$ cat config.mk
export PLATFORM = sky130hd
export DESIGN_NAME = int32_constant_fold_alu
export DESIGN_NICKNAME = d
export VERILOG_FILES = /design/src/design/cfa_pkg.sv /design/src/design/cfa_iter.sv /design/src/design/int32_constant_fold_alu.sv
export SDC_FILE = /design/constraint.sdc
export NUM_CORES = 2
export LEC_CHECK = 0
export BUFFER_PORTS_ARGS = -buffer_cell sky130_fd_sc_hd__buf_2
export CORE_MARGIN = 2
export CORE_UTILIZATION = 55
export DETAILED_ROUTE_END_ITERATION = 10
export PLACE_DENSITY = 0.82
export SKIP_CTS_REPAIR_TIMING = 1
export SLEW_MARGIN = 20
export SYNTH_ARGS = -nofsm -noshare
export SYNTH_HDL_FRONTEND = slang
export SYNTH_HIERARCHICAL = 1
export SYNTH_SLANG_ARGS = --single-unit
$ cat constraint.sdc
create_clock -name clk -period 28.3 [get_ports clk]
set_input_delay 4.245 -clock clk [delete_from_list [all_inputs] [get_ports clk]]
set_output_delay 4.245 -clock clk [all_outputs]
set_load 0.02 [all_outputs]
$ cat src/design/cfa_pkg.sv
// shared types and constants for the int32 constant fold alu
package cfa_pkg;

	localparam int unsigned DATA_W = 32;
	localparam int unsigned CNT_W  = $clog2(DATA_W + 1);

	typedef enum logic [3:0] {
		OP_SUB = 4'd0,
		OP_DIV = 4'd1,
		OP_MOD = 4'd2,
		OP_POW = 4'd3,
		OP_AND = 4'd4,
		OP_OR  = 4'd5,
		OP_XOR = 4'd6,
		OP_SHL = 4'd7,
		OP_SHR = 4'd8,
		OP_NOT = 4'd9
	} op_t;

	typedef enum logic [1:0] {
		STAT_OK    = 2'd0,
		STAT_UNDEF = 2'd1,
		STAT_OVER  = 2'd2
	} stat_t;

	typedef enum logic [1:0] {
		ST_IDLE,
		ST_EXEC,
		ST_WAIT
	} state_t;

	typedef struct packed {
		logic start;
		logic is_pow;
	} iter_cmd_t;

	typedef struct packed {
		logic              busy;
		logic              done;
		logic              over;
		logic [DATA_W-1:0] quo;
		logic [DATA_W-1:0] rem;
		logic [DATA_W-1:0] acc;
	} iter_res_t;

endpackage

$ cat src/design/cfa_iter.sv
// shared iterative unit: restoring divide on magnitudes, or repeated multiply for power
module cfa_iter (
	input  logic                               clk,
	input  logic                               arst_n,
	input  cfa_pkg::iter_cmd_t                 cmd,
	input  logic signed [cfa_pkg::DATA_W-1:0]  left,
	input  logic signed [cfa_pkg::DATA_W-1:0]  right,
	output cfa_pkg::iter_res_t                 res
);

	localparam int unsigned W = cfa_pkg::DATA_W;

	logic                      busy_q;
	logic                      done_q;
	logic                      over_q;
	logic                      pow_q;
	logic [cfa_pkg::CNT_W-1:0] cnt_q;
	// rem_q doubles as the power accumulator, dvd_q as the exponent, dsr_q as the base
	logic [W-1:0]              rem_q;
	logic [W-1:0]              dvd_q;
	logic [W-1:0]              dsr_q;

	logic [W:0]                shifted;
	logic [W:0]                diff;
	logic                      ge;
	logic signed [2*W-1:0]     prod;
	logic                      prod_fits;
	logic                      fin;
	logic [W-1:0]              left_mag;
	logic [W-1:0]              right_mag;

	always_comb begin
		shifted   = {rem_q, dvd_q[W-1]};
		ge        = shifted >= {1'b0, dsr_q};
		diff      = shifted - {1'b0, dsr_q};
		prod      = $signed(rem_q) * $signed(dsr_q);
		prod_fits = (prod[2*W-1:W-1] == '0) || (prod[2*W-1:W-1] == '1);
		left_mag  = left[W-1] ? (~left + 1'b1) : left;
		right_mag = right[W-1] ? (~right + 1'b1) : right;
		if (pow_q) begin
			fin = busy_q && (!prod_fits || dvd_q == W'(1));
		end else begin
			fin = busy_q && (cnt_q == cfa_pkg::CNT_W'(1));
		end
	end

	always_ff @(posedge clk or negedge arst_n) begin
		if (!arst_n) begin
			busy_q <= 1'b0;
			done_q <= 1'b0;
			over_q <= 1'b0;
			pow_q  <= 1'b0;
			cnt_q  <= '0;
		end else if (cmd.start) begin
			busy_q <= 1'b1;
			done_q <= 1'b0;
			over_q <= 1'b0;
			pow_q  <= cmd.is_pow;
			cnt_q  <= cfa_pkg::CNT_W'(W);
		end else if (busy_q) begin
			cnt_q <= cnt_q - 1'b1;
			if (pow_q && !prod_fits) begin
				over_q <= 1'b1;
			end
			if (fin) begin
				busy_q <= 1'b0;
				done_q <= 1'b1;
			end
		end
	end

	always_ff @(posedge clk) begin
		if (cmd.start) begin
			if (cmd.is_pow) begin
				rem_q <= W'(1);
				dvd_q <= right;
				dsr_q <= left;
			end else begin
				rem_q <= '0;
				dvd_q <= left_mag;
				dsr_q <= right_mag;
			end
		end else if (busy_q) begin
			if (pow_q) begin
				if (prod_fits) begin
					rem_q <= prod[W-1:0];
					dvd_q <= dvd_q - 1'b1;
				end
			end else begin
				rem_q <= ge ? diff[W-1:0] : shifted[W-1:0];
				dvd_q <= {dvd_q[W-2:0], ge};
			end
		end
	end

	assign res.busy = busy_q;
	assign res.done = done_q;
	assign res.over = over_q;
	assign res.quo  = dvd_q;
	assign res.rem  = rem_q;
	assign res.acc  = rem_q;

	a_done_not_busy: assert property (@(posedge clk) disable iff (!arst_n)
		done_q |-> !busy_q)
		else $error("iter unit reports done while still busy");

	a_start_busy: assert property (@(posedge clk) disable iff (!arst_n)
		cmd.start |=> busy_q && !done_q)
		else $error("iter unit did not start");

	a_div_count: assert property (@(posedge clk) disable iff (!arst_n)
		busy_q && !pow_q |-> cnt_q != '0)
		else $error("divide ran past its last quotient bit");

endmodule

$ cat src/design/int32_constant_fold_alu.sv
// top level: int32 constant fold alu with sequencer and output register
//
// Folds one operation on two signed 32-bit constants per input word: sub, div,
// mod, pow, and, or, xor, shl, shr and not. Each result word carries the value
// and a status (ok, undefined, overflow); the value is zero unless status is ok.
// Input channel: in_valid/in_ready with operation, operands and undefined marks.
// Output channel: out_valid/out_ready with result_value and status.
// One word is in flight at a time. After acceptance, logic, shift, subtract and
// the special cases of power pass the execute state to the output register.
// Divide and remainder run the radix-2 restoring divider, one quotient bit per
// step, between decode and write-back. Power with a base other than -1, 0, 1
// takes one multiply per exponent step in the same shared unit, ending at the
// exponent or at the first overflow, so at most 32 multiplies.
// in_ready is high only while the sequencer is idle; a new word may be taken
// while the previous result still waits in the output register. When the
// receiver stalls, a finished result waits inside until the register frees.
// Reset (arst_n low) empties the sequencer and the output register.
module int32_constant_fold_alu (
	input  logic                              clk,
	input  logic                              arst_n,
	input  logic                              in_valid,
	output logic                              in_ready,
	input  logic [3:0]                        operation,
	input  logic signed [cfa_pkg::DATA_W-1:0] left_value,
	input  logic signed [cfa_pkg::DATA_W-1:0] right_value,
	input  logic                              left_undefined,
	input  logic                              right_undefined,
	output logic                              out_valid,
	input  logic                              out_ready,
	output logic signed [cfa_pkg::DATA_W-1:0] result_value,
	output logic [1:0]                        status
);

	localparam int unsigned W = cfa_pkg::DATA_W;

	cfa_pkg::state_t    state_q;
	cfa_pkg::state_t    state_d;

	logic [3:0]         op_q;
	logic signed [W-1:0] l_q;
	logic signed [W-1:0] r_q;
	logic               lu_q;
	logic               ru_q;

	logic               out_valid_q;
	logic signed [W-1:0] value_q;
	cfa_pkg::stat_t     status_q;

	logic               out_free;
	logic               load_fast;
	logic               load_wait;
	logic               needs_iter;
	logic               iter_pow;
	logic signed [W-1:0] fast_val;
	cfa_pkg::stat_t     fast_stat;
	logic signed [W-1:0] wait_val;
	cfa_pkg::stat_t     wait_stat;
	logic [W:0]         sub_w;
	logic [2*W-1:0]     shl_w;
	logic               bad_shift;
	logic               neg;

	cfa_pkg::iter_cmd_t iter_cmd;
	cfa_pkg::iter_res_t iter_res;

	cfa_iter u_iter (
		.clk    (clk),
		.arst_n (arst_n),
		.cmd    (iter_cmd),
		.left   (l_q),
		.right  (r_q),
		.res    (iter_res)
	);

	assign out_free = !out_valid_q || out_ready;

	// combinational ops and the checks that decide undefined or overflow early
	always_comb begin
		fast_val   = '0;
		fast_stat  = cfa_pkg::STAT_OK;
		needs_iter = 1'b0;
		iter_pow   = 1'b0;
		sub_w      = {l_q[W-1], l_q} - {r_q[W-1], r_q};
		shl_w      = {{W{l_q[W-1]}}, l_q} << r_q[$clog2(W)-1:0];
		bad_shift  = r_q[W-1:$clog2(W)] != '0;
		if (op_q == cfa_pkg::OP_NOT) begin
			if (lu_q) begin
				fast_stat = cfa_pkg::STAT_UNDEF;
			end else begin
				fast_val = ~l_q;
			end
		end else if (op_q > cfa_pkg::OP_NOT) begin
			fast_stat = cfa_pkg::STAT_UNDEF;
		end else if (lu_q || ru_q) begin
			fast_stat = cfa_pkg::STAT_UNDEF;
		end else begin
			unique case (op_q)
				cfa_pkg::OP_SUB: begin
					if (sub_w[W] != sub_w[W-1]) begin
						fast_stat = cfa_pkg::STAT_OVER;
					end else begin
						fast_val = sub_w[W-1:0];
					end
				end
				cfa_pkg::OP_DIV, cfa_pkg::OP_MOD: begin
					if (r_q == '0) begin
						fast_stat = cfa_pkg::STAT_UNDEF;
					end else begin
						needs_iter = 1'b1;
					end
				end
				cfa_pkg::OP_POW: begin
					// trivial bases would loop for the whole exponent, fold them here
					if (r_q[W-1]) begin
						fast_stat = cfa_pkg::STAT_UNDEF;
					end else if (r_q == '0) begin
						fast_val = W'(1);
					end else if (l_q == '0) begin
						fast_val = '0;
					end else if (l_q == W'(1)) begin
						fast_val = W'(1);
					end else if (l_q == '1) begin
						fast_val = r_q[0] ? '1 : W'(1);
					end else begin
						needs_iter = 1'b1;
						iter_pow   = 1'b1;
					end
				end
				cfa_pkg::OP_AND: fast_val = l_q & r_q;
				cfa_pkg::OP_OR:  fast_val = l_q | r_q;
				cfa_pkg::OP_XOR: fast_val = l_q ^ r_q;
				cfa_pkg::OP_SHL: begin
					if (bad_shift) begin
						fast_stat = cfa_pkg::STAT_UNDEF;
					end else if (shl_w[2*W-1:W-1] != '0 && shl_w[2*W-1:W-1] != '1) begin
						fast_stat = cfa_pkg::STAT_OVER;
					end else begin
						fast_val = shl_w[W-1:0];
					end
				end
				cfa_pkg::OP_SHR: begin
					if (bad_shift) begin
						fast_stat = cfa_pkg::STAT_UNDEF;
					end else begin
						fast_val = l_q >>> r_q[$clog2(W)-1:0];
					end
				end
				default: fast_stat = cfa_pkg::STAT_UNDEF;
			endcase
		end
	end

	// sign fix-up of the shared unit's magnitudes
	always_comb begin
		wait_val  = '0;
		wait_stat = cfa_pkg::STAT_OK;
		neg       = l_q[W-1] ^ r_q[W-1];
		if (op_q == cfa_pkg::OP_POW) begin
			if (iter_res.over) begin
				wait_stat = cfa_pkg::STAT_OVER;
			end else begin
				wait_val = iter_res.acc;
			end
		end else if (op_q == cfa_pkg::OP_DIV) begin
			// only minimum over minus one leaves the range
			if (!neg && iter_res.quo[W-1]) begin
				wait_stat = cfa_pkg::STAT_OVER;
			end else begin
				wait_val = neg ? (~iter_res.quo + 1'b1) : iter_res.quo;
			end
		end else begin
			wait_val = l_q[W-1] ? (~iter_res.rem + 1'b1) : iter_res.rem;
		end
	end

	always_comb begin
		state_d = state_q;
		unique case (state_q)
			cfa_pkg::ST_IDLE: begin
				if (in_valid) begin
					state_d = cfa_pkg::ST_EXEC;
				end
			end
			cfa_pkg::ST_EXEC: begin
				if (needs_iter) begin
					state_d = cfa_pkg::ST_WAIT;
				end else if (out_free) begin
					state_d = cfa_pkg::ST_IDLE;
				end
			end
			cfa_pkg::ST_WAIT: begin
				if (iter_res.done && out_free) begin
					state_d = cfa_pkg::ST_IDLE;
				end
			end
			default: state_d = cfa_pkg::ST_IDLE;
		endcase
	end

	always_comb begin
		in_ready        = state_q == cfa_pkg::ST_IDLE;
		iter_cmd.start  = (state_q == cfa_pkg::ST_EXEC) && needs_iter;
		iter_cmd.is_pow = iter_pow;
		load_fast       = (state_q == cfa_pkg::ST_EXEC) && !needs_iter && out_free;
		load_wait       = (state_q == cfa_pkg::ST_WAIT) && iter_res.done && out_free;
	end

	always_ff @(posedge clk or negedge arst_n) begin
		if (!arst_n) begin
			state_q     <= cfa_pkg::ST_IDLE;
			out_valid_q <= 1'b0;
		end else begin
			state_q <= state_d;
			if (load_fast || load_wait) begin
				out_valid_q <= 1'b1;
			end else if (out_ready) begin
				out_valid_q <= 1'b0;
			end
		end
	end

	always_ff @(posedge clk) begin
		if (in_valid && in_ready) begin
			op_q <= operation;
			l_q  <= left_value;
			r_q  <= right_value;
			lu_q <= left_undefined;
			ru_q <= right_undefined;
		end
		if (load_fast) begin
			value_q  <= fast_val;
			status_q <= fast_stat;
		end else if (load_wait) begin
			value_q  <= wait_val;
			status_q <= wait_stat;
		end
	end

	assign out_valid    = out_valid_q;
	assign result_value = value_q;
	assign status       = status_q;

	a_accept_exec: assert property (@(posedge clk) disable iff (!arst_n)
		in_valid && in_ready |=> state_q == cfa_pkg::ST_EXEC)
		else $error("accepted word did not enter execute");

	a_zero_on_fail: assert property (@(posedge clk) disable iff (!arst_n)
		out_valid && status != cfa_pkg::STAT_OK |-> result_value == '0)
		else $error("nonzero value with failing status");

	a_wait_unit: assert property (@(posedge clk) disable iff (!arst_n)
		state_q == cfa_pkg::ST_WAIT |-> iter_res.busy || iter_res.done)
		else $error("waiting on an idle iter unit");

	a_single_load: assert property (@(posedge clk) disable iff (!arst_n)
		(load_fast || load_wait) |-> out_free)
		else $error("output register overwritten while full");

endmodule
Word level (Yosys, flattened, before mapping)
Index checks and enable logic that the tools add are counted.
Operators by class
  add/subtract/negate cells: 8
  multiply operators: 1
  order comparisons: 2
  eq/ne operators: 22
  shift operators: 2
  multiplexer cells: 87
  bitwise gates (word level): 9
  reduce and logical (&&, ||, !) cells: 39
Operators with widths (number)
  $mux 32: 35
  $pmux 32 s7: 1
  $not 32->32: 5
  $add 32x1->32 const B: 4
  $logic_not 32->1: 2
  $mul 32x32->64: 1
  $shl 64x5->64: 1
  $eq 33x33->1 const B: 1
  $ge 33x32->1: 1
  $logic_not 33->1: 1
  $ne 33x33->1 const B: 1
  $reduce_bool 33->1: 1
  $sub 32x32->33: 1
  $and 32x32->32: 1
  $eq 32x1->1 const B: 1
  $eq 32x2->1 const B: 1
  $eq 32x32->1 const B: 1
  $mux 2: 16
  $or 32x32->32: 1
  $sshr 32x5->32: 1
  $sub 32x1->32 const B: 1
  $sub 32x32->32: 1
  $xor 32x32->32: 1
  $mux 1: 30
  28 further kinds: 60
Word-level totals
  bits in registers: 213
  input bits: 74
  output and inout bits: 36
  logic and storage cells: 187

Longest topological paths before layout
  depth in word-level cells: 15
  gate-level depth with buffers: 31
  mapped depth without buffers: 31

By module
The synthesis kept the hierarchy.
Modules (own cells, without submodules)
  cfa_iter: times used 1, cells each 4855, area each 44895.6 sq um, seq. area each 3133.0 sq um
  int32_constant_fold_alu: times used 1, cells each 1875, area each 15651.3 sq um, seq. area each 3198.1 sq um

Worst setup path after synthesis
OpenSTA, ideal clock, no wires.
  path kind: register to register
  from: register u_iter.rem_q[31]
  to: register u_iter.dvd_q[0], enable pin
  library setup time: 0.486 ns
  data arrival time: 11.251 ns
  required time: 27.814 ns
  path slack: 16.563 ns
  stages on the path, launching flop included: 28
  path buffers: 2
  period minus slack after synthesis: 11.737 ns
  cell sequence: edfxtp_1 -> clkbuf_1 -> nand2_1 -> fa_1 -> fa_1 -> inv_1 -> fa_1 -> inv_1 -> fa_1 -> fa_1 -> fa_1 -> fa_1 -> fa_1 -> inv_1 -> ha_1 -> clkbuf_1 -> nor2_1 -> o31a_1 -> or3_1 -> or2_2 -> o221ai_1 -> a31o_2 -> o311ai_0 -> nor4b_1 -> nand4_1 -> nor4_2 -> nor3_1 -> nor2_1
On the way
  word-level cells in the longest chain between the ends: 5
  elaborated cells between the ends (all ways): 6
  classes of those cells: 1 x mul; 2 x eq/ne; 3 x reduce/logical
RTL lines
  from (decl): line cfa_iter.sv:19  | logic [W-1:0] rem_q;
  from (signal assigned): line cfa_iter.sv:86  | rem_q <= prod[W-1:0];
  from (signal assigned): line cfa_iter.sv:90  | rem_q <= ge ? diff[W-1:0] : shifted[W-1:0];
  $mul 32x32->64 (*): line cfa_iter.sv:36  | prod = $signed(rem_q) * $signed(dsr_q);
  $eq 33x33->1 / $logic_not 33->1 (equally long branches): line cfa_iter.sv:37  | prod_fits = (prod[2*W-1:W-1] == '0) || (prod[2*W-1:W-1] == '1);
  $logic_or 1x1->1 (*): line cfa_iter.sv:37
  $ne 3x3->1 (no source line) (*)
  $reduce_and 2->1 (no source line) (*)
  to (signal assigned): line cfa_iter.sv:76  | dvd_q <= right;
  to (signal assigned): line cfa_iter.sv:80  | dvd_q <= left_mag;
  to (signal assigned): line cfa_iter.sv:87  | dvd_q <= dvd_q - 1'b1;
  to (decl): line cfa_iter.sv:20  | logic [W-1:0] dvd_q;
Mark *: on every way between the ends. The rest lies on a longest branch, timed or not.
A chain may end at the register's enable or synchronous reset.

Final worst setup path
  from: register u_iter.rem_q[7]
  to: register u_iter.rem_q[9], enable pin
On the way
  word-level cells in the longest chain between the ends: 5
  elaborated cells between the ends (all ways): 6
  classes of those cells: 1 x mul; 2 x eq/ne; 3 x reduce/logical
RTL lines (line)
  $mul 32x32->64 (*): cfa_iter.sv:36
  $eq 33x33->1 / $logic_not 33->1 (equally long branches): cfa_iter.sv:37
  $logic_or 1x1->1 (*): cfa_iter.sv:37
  $ne 3x3->1 (no source line) (*)
  $reduce_and 2->1 (no source line) (*)
Marked as above.

==> results.sh <==
export IMPL_status="complete, no violations"
export IMPL_htree_levels=1
export IMPL_min_path_type="flip-flop to flip-flop"
export IMPL_synth_nets=8240
export IMPL_cts_root_buf="clkbuf_16"
export IMPL_syn_inst=6729
export IMPL_ys_warn_count=6
export IMPL_nets=8075
export IMPL_ant_nets=0
export IMPL_grt_pass1_wl_mm=313
export IMPL_first_global_vias=53100
export IMPL_r2r_start="u_iter/rem_q[7]"
export IMPL_routed_top_layer="met5"
export IMPL_totalWireLength_mm=205
export IMPL_clk_latency_ns=0.58
export IMPL_cpMostUsedCell="fa_1"
export IMPL_cts_clk_slew_worst_paths_ns=0.06
export IMPL_drt_iter0_drc=6310
export IMPL_multiInputGateArea_mm2=0.0488
export IMPL_wl_per_cell_um=25.6
export IMPL_drive_above_1_share_pct=7.28
export IMPL_r2r_cells=26
export IMPL_maxCapViolCount=0
export IMPL_fin_tns_setup_ns=0
export IMPL_viasPerCell=6.50
export IMPL_synth_avg_cell_area_um2=9.00
export IMPL_reg2reg_to="u_iter/rem_q[9]"
export IMPL_relSlewSlack_pct=15.0
export IMPL_slowest_stage="edfxtp_1"
export IMPL_endpoint="u_iter/rem_q[9]"
export IMPL_drc=0
export IMPL_r2r_setup_slack_ns=16.73
export IMPL_area_delta_synth_final_pct=4.10
export IMPL_placed_cell_area_mm2=0.0621
export IMPL_max_freq_ghz=0.0864
export IMPL_core_mm2=0.109
export IMPL_wl_met1_mm=74.6
export IMPL_period_share_pct=40.9
export IMPL_die_area_mm2=0.113
export IMPL_end_kind="flip-flop"
export IMPL_arrival_ns=11.76
export IMPL_clockBufferDepth=3
export IMPL_regArea_mm2=0.00633
export IMPL_antenna_found_initial=8
export IMPL_startpoint_type="flip-flop"
export IMPL_met2WireLength_mm=89.8
export IMPL_critical_path_required_ns=28.49
export IMPL_skew_ns=0.0173
export IMPL_slowest_delay_ns=0.87
export IMPL_cts_buffers=26
export IMPL_vias=52000
export IMPL_num_io_pins=110
export IMPL_critPathKind="flip-flop to flip-flop"
export IMPL_overflow=0
export IMPL_wl_met3_mm=25.9
export IMPL_gp_congestion=1.05
export IMPL_crit_start="u_iter/rem_q[7]"
export IMPL_grt_max_degree=90
export IMPL_setup_violations=0
export IMPL_hold_viol=0
export IMPL_rows=121
export IMPL_cts_tree="yes"
export IMPL_syn_area_mm2=0.0605
export IMPL_fillers=9359
export IMPL_rsz0062_at_grt="no"
export IMPL_die_h_um=336
export IMPL_cp_max_fo=64
export IMPL_dp_hpwl_mm=154
export IMPL_start_util_pct=55.5
export IMPL_drv_slew=0
export IMPL_firstDrtPassIters=8
export IMPL_fin_crit_ns=11.57
export IMPL_io_buffer_count=109
export IMPL_design_area_mm2=0.0630
export IMPL_fp_dieW_um=336
export IMPL_cts_sinks=213
export IMPL_grt_use_total_pct=36.4
export IMPL_worstMarginPinSlew_ns=1.26
==> metal layers <==
layer	up-vias	track usage [%]
met1	25800	47.1
li1	21700	-
met5	-	0
met2	3575	55.0
met3	854	10.1
met4	10	21.3
==> placed cells by master, fill, tap and decap left out, types with 26 or more instances in the layout <==
cell type	instances
mux2_2	32
nor4_1	46
buf_2	109
a211oi_1	98
inv_1	927
o21a_1	28
o21ai_0	254
nand3_1	74
nor2b_1	26
and2_1	385
a21o_1	45
or4_1	26
nor3_1	108
ha_1	353
a31oi_1	33
nor3b_1	35
o22ai_1	49
nand4_1	42
clkbuf_16	26
nor2_1	319
o31ai_1	63
xor2_1	150
nand2_1	912
a21oi_1	244
fa_1	1084
xnor2_1	91
edfxtp_1	200
mux4_2	66
buf_4	161
mux2i_1	99
or3_1	32
nand2b_1	51
==> sequential cells by signal, indices dropped and copies added (netlist names), 2 cells and up <==
name and cells:
u_iter/dsr_q 32, state_q 2, op_q 4, result_value 32, r_q 32, u_iter/rem_q 32
l_q 32, u_iter/dvd_q 32, status 2, u_iter/cnt_q 6
==> layout make-up <==
class / count / area share [%]
diodes: 8 / 0.0318
repair buffers: 272 / 2.83
clock buffers: 28 / 1.04
inverters: 932 / 5.55
clock inverters: 20 / 0.302
flip-flops and latches: 213 / 10.0
multi-input cells: 5119 / 77.4
well taps: 1414 / 2.81
==> how the worst min path moves through the flow <==
stage | startpoint | to | slack (ns) | cells past startpoint
after CTS | state_q[1] | state_q[1] | 0.52 | 1
after global placement | state_q[1] | state_q[1] | 0.50 | 1
after detailed placement | state_q[1] | state_q[1] | 0.51 | 1
final | state_q[1] | state_q[1] | 0.53 | 1
after global routing | state_q[1] | state_q[1] | 0.57 | 1
after floorplan | u_iter/done_q | u_iter/done_q | 0.48 | 1
==> worst max-delay path: cells and delay by family, from the launching register on <==
kind | cells | cell delay [ns]
compound gates | 6 | 2.61
fa+ha+maj | 9 | 4.28
buf+inv | 4 | 1.39
flops | 1 | 0.87
simple gates | 7 | 1.96
==> metrics by stage <==
step                      utilization [%]  std cells  setup WS [ns]  hold slack [ns]
after global routing                 57.8       8000          16.50            0.566
after detailed placement             57.0       7948          17.02            0.507
after floorplan                         -       6729          16.56            0.480
after global placement               57.0       7947          16.44            0.500
final                                57.8       8006          16.73            0.526
after CTS                            57.8       7996          16.98            0.521
Power is left out: the tool's default activity adds up to more than one toggle a clock period on the data nets, which glitch-free logic cannot reach.
